$ cat src/rtl/core/assert_macros.svh
// assertion helpers for the core
`ifndef ASSERT_MACROS_SVH
`define ASSERT_MACROS_SVH
`ifndef SYNTHESIS
`define ASSERT_CLK(label, clk, rst_n, prop, msg) \
  label: assert property (@(posedge clk) disable iff (!rst_n) prop) else $error(msg);
`define ASSERT_CLK_NR(label, clk, prop, msg) \
  label: assert property (@(posedge clk) prop) else $error(msg);
`else
`define ASSERT_CLK(label, clk, rst_n, prop, msg)
`define ASSERT_CLK_NR(label, clk, prop, msg)
`endif
`endif

$ cat src/rtl/core/rv32_pkg.sv
package rv32_pkg;

  localparam int MEM_BYTES_DEF = 65536;

  localparam logic [6:0] OP_LOAD   = 7'h03;
  localparam logic [6:0] OP_STORE  = 7'h23;
  localparam logic [6:0] OP_IMM    = 7'h13;
  localparam logic [6:0] OP_LUI    = 7'h37;
  localparam logic [6:0] OP_AUIPC  = 7'h17;
  localparam logic [6:0] OP_REG    = 7'h33;
  localparam logic [6:0] OP_JAL    = 7'h6F;
  localparam logic [6:0] OP_JALR   = 7'h67;
  localparam logic [6:0] OP_BRANCH = 7'h63;
  localparam logic [6:0] OP_SYSTEM = 7'h73;

  localparam logic [2:0] ST_EXEC   = 3'd0;
  localparam logic [2:0] ST_LOADED = 3'd1;
  localparam logic [2:0] ST_LOADOR = 3'd2;
  localparam logic [2:0] ST_HALT   = 3'd3;
  localparam logic [2:0] ST_EXIT   = 3'd4;
  localparam logic [2:0] ST_UNK    = 3'd5;
  localparam logic [2:0] ST_READ   = 3'd6;
  localparam logic [2:0] ST_WRITE  = 3'd7;

  localparam logic [31:0] SYS_READ  = 32'd63;
  localparam logic [31:0] SYS_WRITE = 32'd64;
  localparam logic [31:0] SYS_EXIT  = 32'd94;

  localparam logic [0:0] CFG_START_PC  = 1'b0;
  localparam logic [0:0] CFG_STACK_TOP = 1'b1;

  typedef enum logic [1:0] {DOP_MUL, DOP_DIV} dop_t;

  typedef struct packed {
    logic        start;
    dop_t        op;
    logic [2:0]  f3;
    logic [31:0] a;
    logic [31:0] b;
  } md_req_t;

  typedef enum logic [4:0] {
    S_IDLE, S_CLEAR, S_LDW, S_FETCH, S_DECODE, S_RDA, S_RDB, S_EXEC, S_MD,
    S_MEMRD, S_MEMWR, S_DONE
  } state_t;

endpackage

$ cat src/rtl/core/rv32_muldiv.sv
`include "assert_macros.svh"
module rv32_muldiv import rv32_pkg::*; (
  input  logic        clk,
  input  logic        rst_n,
  input  md_req_t     req,
  output logic        busy,
  output logic        done,
  output logic [31:0] result
);
  // one shared adder: shift-add multiply or restoring divide, a bit a cycle
  logic        busy_r, busy_nxt, done_r, done_nxt;
  logic [5:0]  cnt_r, cnt_nxt;
  logic [63:0] acc_r, acc_nxt;
  logic [31:0] dv_r, dv_nxt;
  dop_t        op_r, op_nxt;
  logic [2:0]  f3_r, f3_nxt;
  logic        neg_r, neg_nxt, zero_r, zero_nxt, ovf_r, ovf_nxt;
  logic [31:0] a_r, a_nxt, res_r, res_nxt;
  logic        na, nb;
  logic [32:0] sum;
  logic [63:0] hi_fix;

  always_ff @(posedge clk) begin
    if (!rst_n) begin
      busy_r <= 1'b0;
      done_r <= 1'b0;
    end else begin
      busy_r <= busy_nxt;
      done_r <= done_nxt;
    end
    cnt_r <= cnt_nxt; acc_r <= acc_nxt; dv_r <= dv_nxt; op_r <= op_nxt;
    f3_r <= f3_nxt; neg_r <= neg_nxt; zero_r <= zero_nxt; ovf_r <= ovf_nxt;
    a_r <= a_nxt; res_r <= res_nxt;
  end

  always_comb begin
    busy_nxt = busy_r; done_nxt = 1'b0; cnt_nxt = cnt_r; acc_nxt = acc_r;
    dv_nxt = dv_r; op_nxt = op_r; f3_nxt = f3_r; neg_nxt = neg_r;
    zero_nxt = zero_r; ovf_nxt = ovf_r; a_nxt = a_r; res_nxt = res_r;
    na = 1'b0; nb = 1'b0; sum = '0; hi_fix = '0;
    if (req.start && !busy_r) begin
      busy_nxt = 1'b1;
      cnt_nxt = '0;
      op_nxt = req.op;
      f3_nxt = req.f3;
      a_nxt = req.a;
      zero_nxt = (req.b == '0);
      ovf_nxt = 1'b0;
      if (req.op == DOP_MUL) begin
        // unsigned product, sign corrections applied at the end
        acc_nxt = {32'd0, req.a};
        dv_nxt = req.b;
        neg_nxt = 1'b0;
      end else begin
        na = !req.f3[0] && req.a[31];
        nb = !req.f3[0] && req.b[31];
        acc_nxt = {32'd0, na ? 32'd0 - req.a : req.a};
        dv_nxt = nb ? 32'd0 - req.b : req.b;
        neg_nxt = req.f3[1] ? na : (na != nb);
      end
    end else if (busy_r) begin
      if (op_r == DOP_MUL) begin
        sum = {1'b0, acc_r[63:32]} + (acc_r[0] ? {1'b0, dv_r} : 33'd0);
        acc_nxt = {sum, acc_r[31:1]};
      end else begin
        sum = {1'b0, acc_r[62:31]} - {1'b0, dv_r};
        if (!sum[32]) acc_nxt = {sum[31:0], acc_r[30:0], 1'b1};
        else          acc_nxt = {acc_r[62:0], 1'b0};
      end
      cnt_nxt = cnt_r + 6'd1;
      if (cnt_r == 6'd31) begin
        busy_nxt = 1'b0;
        done_nxt = 1'b1;
        if (op_r == DOP_MUL) begin
          hi_fix = acc_nxt;
          // signed high corrections: subtract b when a<0 (mulh, mulhsu), a when b<0 (mulh)
          if ((f3_r == 3'd1 || f3_r == 3'd2) && a_r[31])
            hi_fix[63:32] = hi_fix[63:32] - dv_r;
          if (f3_r == 3'd1 && dv_r[31])
            hi_fix[63:32] = hi_fix[63:32] - a_r;
          res_nxt = (f3_r == 3'd0) ? hi_fix[31:0] : hi_fix[63:32];
        end else if (zero_r) begin
          res_nxt = f3_r[1] ? a_r : 32'hFFFFFFFF;
        end else if (f3_r[1]) begin
          res_nxt = neg_r ? 32'd0 - acc_nxt[63:32] : acc_nxt[63:32];
        end else begin
          res_nxt = neg_r ? 32'd0 - acc_nxt[31:0] : acc_nxt[31:0];
        end
      end
    end
  end

  assign busy = busy_r;
  assign done = done_r;
  assign result = res_r;

  `ASSERT_CLK(a_done_after_busy, clk, rst_n, done_r |-> $past(busy_r), "done without run")
  `ASSERT_CLK(a_no_both, clk, rst_n, !(done_r && busy_r), "done while busy")
  `ASSERT_CLK(a_cnt_range, clk, rst_n, busy_r |-> cnt_r <= 6'd31, "count overrun")
endmodule

$ cat config.mk
export PLATFORM = sky130hd
export DESIGN_NAME = rv32_muldiv
export DESIGN_NICKNAME = d
export VERILOG_FILES = /design/src/rtl/core/rv32_pkg.sv /design/src/rtl/core/rv32_muldiv.sv
export VERILOG_INCLUDE_DIRS = /design/src /design/src/rtl/core
export SDC_FILE = /design/constraint.sdc
export NUM_CORES = 1
export LEC_CHECK = 0
export BUFFER_PORTS_ARGS = -buffer_cell sky130_fd_sc_hd__buf_2
export CORE_MARGIN = 1.5
export CORE_UTILIZATION = 30
export CTS_CLUSTER_SIZE = 30
export DETAILED_ROUTE_END_ITERATION = 12
export PLACE_DENSITY_LB_ADDON = 0.25
export SYNTH_ARGS = -nofsm -noshare
export SYNTH_HDL_FRONTEND = slang
export SYNTH_SLANG_ARGS = --single-unit
$ cat constraint.sdc
create_clock -name clk -period 12.7 [get_ports clk]
set_input_delay 0 -clock clk [delete_from_list [all_inputs] [get_ports clk]]
set_output_delay 0 -clock clk [all_outputs]
set_load 0.01 [all_outputs]
==> run summary <==
The portion of the post-synthesis area used by sequential elements is 27.3%, and the proportion of netlist area held by the largest area contributor is 26.5%. The worst setup path is of the flip-flop to flip-flop kind. In this run the worst hold path is classified as primary input to flip-flop. The routed design has 67.3 mm of wire.

Synthesis instantiated 98 different standard cells from the library. The final layout contains 2664 nets. The tools report the setup skew after layout as 0.0197 ns. The run gives 0 as the setup violation total in the final timing report. Sequential cells account for 18.2% of the total power.

For the number of placed instances with taps included, the log shows 3193. Synthesis produced 2334 cells. Entering global routing, the biggest net connects 72 pins. During synthesis, Yosys emitted a total of 0 warnings.

The required time at the endpoint of the critical path was 12.95 ns; the total clock buffers created by CTS was 17. After synthesis, the mean cell area works out to 8.11 um^2. The number of nets in the synthesized netlist is 2541.

The tools report the critical path launch point type as a flip-flop. The highest metal layer carrying signal wires in the routed design is met4. The run gives 20.9% as the total track usage.

The flow ran to the end, and the final reports show no timing, DRC or antenna violations. The hold violation count in the final report is 0. By area the synthesized netlist is led by sky130_fd_sc_hd__edfxtp_1 27%, sky130_fd_sc_hd__ha_1 8.7%, sky130_fd_sc_hd__xnor2_1 5.1%. The run gives 28.7 mm as the routed length on met1. Buffers added to address setup during post-CTS repair amount to 0. Fill cells in the final layout number 6463. The number of standard-cell rows in the floorplan is 91. The predominant post-synthesis flop cell is sky130_fd_sc_hd__edfxtp_1.

Number of enable flip-flop cells after synthesis: 167. TritonCTS built the clock tree. For the worst-skew pair, the clock arrives at the later sink with an insertion delay of 0.52 ns. Summing all multi-input logic gate instances after layout gives 12900 um^2.

In the synthesized netlist the async set-or-reset flop fraction comes to 0%. Share of the clock period used by the worst path: 74.7%. The internal power of the cells totals 2.29 mW.

For the non-filler instance count after layout, the log shows 3307. The analysis attributes to net switching a power of 2.33 mW. The floorplan step set the die height to 254 um. 0 antenna diodes ended up in the layout. The sink count of the clock tree came out at 175. Across the whole layout, storage elements account for 5170 um^2. In this run switching power makes up 50.4% of total power.

CTS built an H-tree with a depth of 4. The initial detailed-routing violation count came out at 1556. The total met2 wirelength after detailed routing was 33.8 mm; the floorplan die area was 64600 um^2. Combinational cells account for 70.1% of the total power. The floorplan die width works out to 254 um.

The count of unresolved DRC violations after routing is 0. Number of I/O pins: 106. The slowest stage of the critical path is the sky130_fd_sc_hd__o21ai_2 cell. Wire segments on met3 add up to 2.63 mm in the final route. Max-cap violations in this run came to 0.

Global routing finished with a remaining overflow of 0. The largest driver fanout on the critical path was 17; the aggregate negative setup slack was 0 ns. The count of buffers added on input and output ports is 105. The logs give 6 for the first-pass iteration count of the detailed router and 62100 um^2 for the placeable core area. Global-route wire length before repair: 103 mm. Setup repair after global routing left no endpoint under its margin.

The number of global-route vias before repair came out at 17866. The minimum clock period is 9.48 ns, and the count of antenna-violating nets left after detailed routing is 0. For this configuration, the core starts out at a cell density of 30.5%.

After legalization and detailed placement, the total HPWL measured 51.5 mm. Dividing the detail-routed via count by the number of cells gives 5.61. For this design the ratio of total power to cell area is 214 nW/um^2. The routed wire length per instance is 20.3 um, and the number of max-slew violations in the final report is 0. The leakage dissipation is 8.64 nW, and the delay of the slowest cell on the worst path is 0.73 ns. The maximum achievable frequency was 105 MHz.

The area growth from synthesis to layout came out at 14.4%. The clock-pin transition on the worst setup and hold timing paths works out to 0.07 ns. The worst setup path is captured at a flip-flop. The endpoint arrival time on the critical path is 9.74 ns.

The deepest clock path buffer count was 2; the share of total power in the clock network was 11.6%. IR analysis of the VDD net gives a maximum drop of 130 uV. The synthesized design spends more area on one cell type than any other, namely sky130_fd_sc_hd__edfxtp_1. The total via count after detailed routing was 18552. The tree is rooted in a sky130_fd_sc_hd__clkbuf_16. Counting flops and latches in the post-synthesis netlist gives 175. For the pin with the worst max-slew slack, the measured transition is 1.20 ns. The summed instance area of the synthesized netlist came out at 18900 um^2. The relative slew slack came out at 19.4%.

The share of post-route cells with drive strength above 1 was 9.19%; the number of antenna violations at the first check in global routing was 0. The tools report the placer congestion estimate as 0.943.
## timing repair
item,CTS,global route
hold buffers,82,0
endpoints found under the hold margin,102,0
resized for setup,0,0
## cell usage in the layout (no fill, tap or decap), types with 38 or more instances in the layout
| cell | synthesis | final |
|---|---|---|
| sky130_fd_sc_hd__nor3_1 | 81 | 80 |
| sky130_fd_sc_hd__dlygate4sd3_1 | 0 | 82 |
| sky130_fd_sc_hd__nor2_1 | 215 | 213 |
| sky130_fd_sc_hd__and2_1 | 68 | 68 |
| sky130_fd_sc_hd__nand3_1 | 50 | 49 |
| sky130_fd_sc_hd__a21oi_1 | 182 | 182 |
| sky130_fd_sc_hd__xor2_1 | 76 | 76 |
| sky130_fd_sc_hd__nand2_1 | 214 | 213 |
| sky130_fd_sc_hd__ha_1 | 131 | 131 |
| sky130_fd_sc_hd__xnor2_1 | 111 | 111 |
| sky130_fd_sc_hd__mux2i_1 | 47 | 47 |
| sky130_fd_sc_hd__o211ai_1 | 38 | 38 |
| sky130_fd_sc_hd__buf_2 | 6 | 105 |
| sky130_fd_sc_hd__a21o_1 | 51 | 51 |
| sky130_fd_sc_hd__inv_1 | 114 | 113 |
| sky130_fd_sc_hd__o21ai_0 | 161 | 161 |
| sky130_fd_sc_hd__edfxtp_1 | 167 | 167 |
## logic make-up (layout without fill, tap and decap cells)
group / count (synthesis) / in the layout / share of synthesized area (%)
AOI/OAI and AO/OA: 757 / 757 / 26.7
xor gates and xnor gates: 187 / 187 / 8.66
adders and majority gates: 135 / 135 / 9.08
buffers and inverters: 226 / 362 / 4.64
DFF: 175 / 175 / 27.3
muxes: 55 / 55 / 3.02
and+or+nand+nor: 799 / 799 / 20.6
## per-stage QoR
stage | instance area [um^2] | hold WS, ns | utilization, % | power (mW) | setup WS, ns
after detailed placement | 20300 | 0.179 | 32.7 | 4.04 | 3.43
after global routing | 21700 | 0.117 | 34.9 | 5.02 | 2.50
after global placement | 20300 | 0.184 | 32.7 | 4.01 | 3.49
after floorplan | 18900 | 0.0943 | - | 3.26 | 4.94
final | 21700 | 0.0628 | 34.9 | 4.63 | 3.22
after CTS | 21700 | 0.0543 | 34.9 | 4.63 | 3.38
## worst max-delay path: cells and delay by family, from the launching register on
kind	cells	cell delay, ns
compound gates	19	5.18
fa+ha+maj	4	1.32
simple gates	5	0.89
buf+inv	4	0.73
flops	1	0.56
xor+xnor	2	0.33
mux	1	0.20
## power by group through the flow
stage / registers (mW) / clock network, mW / logic [mW]
global route: 0.854 / 0.571 / 3.59
floorplan: 0.806 / 0 / 2.45
global placement: 0.858 / 0 / 3.15
finish: 0.844 / 0.538 / 3.24
detailed placement: 0.859 / 0 / 3.18
CTS: 0.846 / 0.557 / 3.22
## cell usage after synthesis (all sizes together) (9+ instances only)
cell type,n
o41ai,17
o22ai,15
nand2b,16
clkbuf,93
a211o,14
a21boi,11
mux2i,47
o31ai,33
o21ai,166
or4,9
buf,15
ha,131
a211oi,40
nor3,82
nand4,25
nor4,20
o21bai,16
a21oi,183
nand2,214
inv,117
xor2,76
xnor2,111
nand3,50
a31oi,35
o21a,26
or2,13
and2,69
nor2b,14
or3,21
o211ai,39
a31o,9
edfxtp,167
o221ai,14
nor2,216
a21o,52
and3,29
a22oi,9
o31a,9
## worst paths after layout
kind / start / to / slack [ns] / cells past startpoint
max: acc_r[31] / result[31] / 3.22 / 35
max reg2reg: acc_r[31] / result[31] / 3.22 / 35
min reg2reg: cnt_r[5] / cnt_r[5] / 0.49 / 2
min: req[1] / dv_r[1] / 0.06 / 3
## metal layers
layer,track usage [%],up-vias
met1,25.8,8944
met5,0,-
met4,7.57,0
li1,-,8960
met3,2.50,115
met2,37.2,533
## registers in the layout (all words and copies together), names as in the netlist, 2 cells and up
| signal | flops |
|---|---|
| f3_r | 3 |
| result | 32 |
| a_r | 32 |
| op_r | 2 |
| dv_r | 32 |
| cnt_r | 6 |
| acc_r | 64 |
## layout make-up
class | count | area share (%)
tap | 837 | 4.84
clock buffer | 18 | 1.98
clock inverter | 14 | 0.549
timing repair buffer | 212 | 7.08
sequential | 175 | 23.9
inverter | 118 | 2.06
multi-input combinational | 1933 | 59.6
Power figures use the tool's default switching activity.
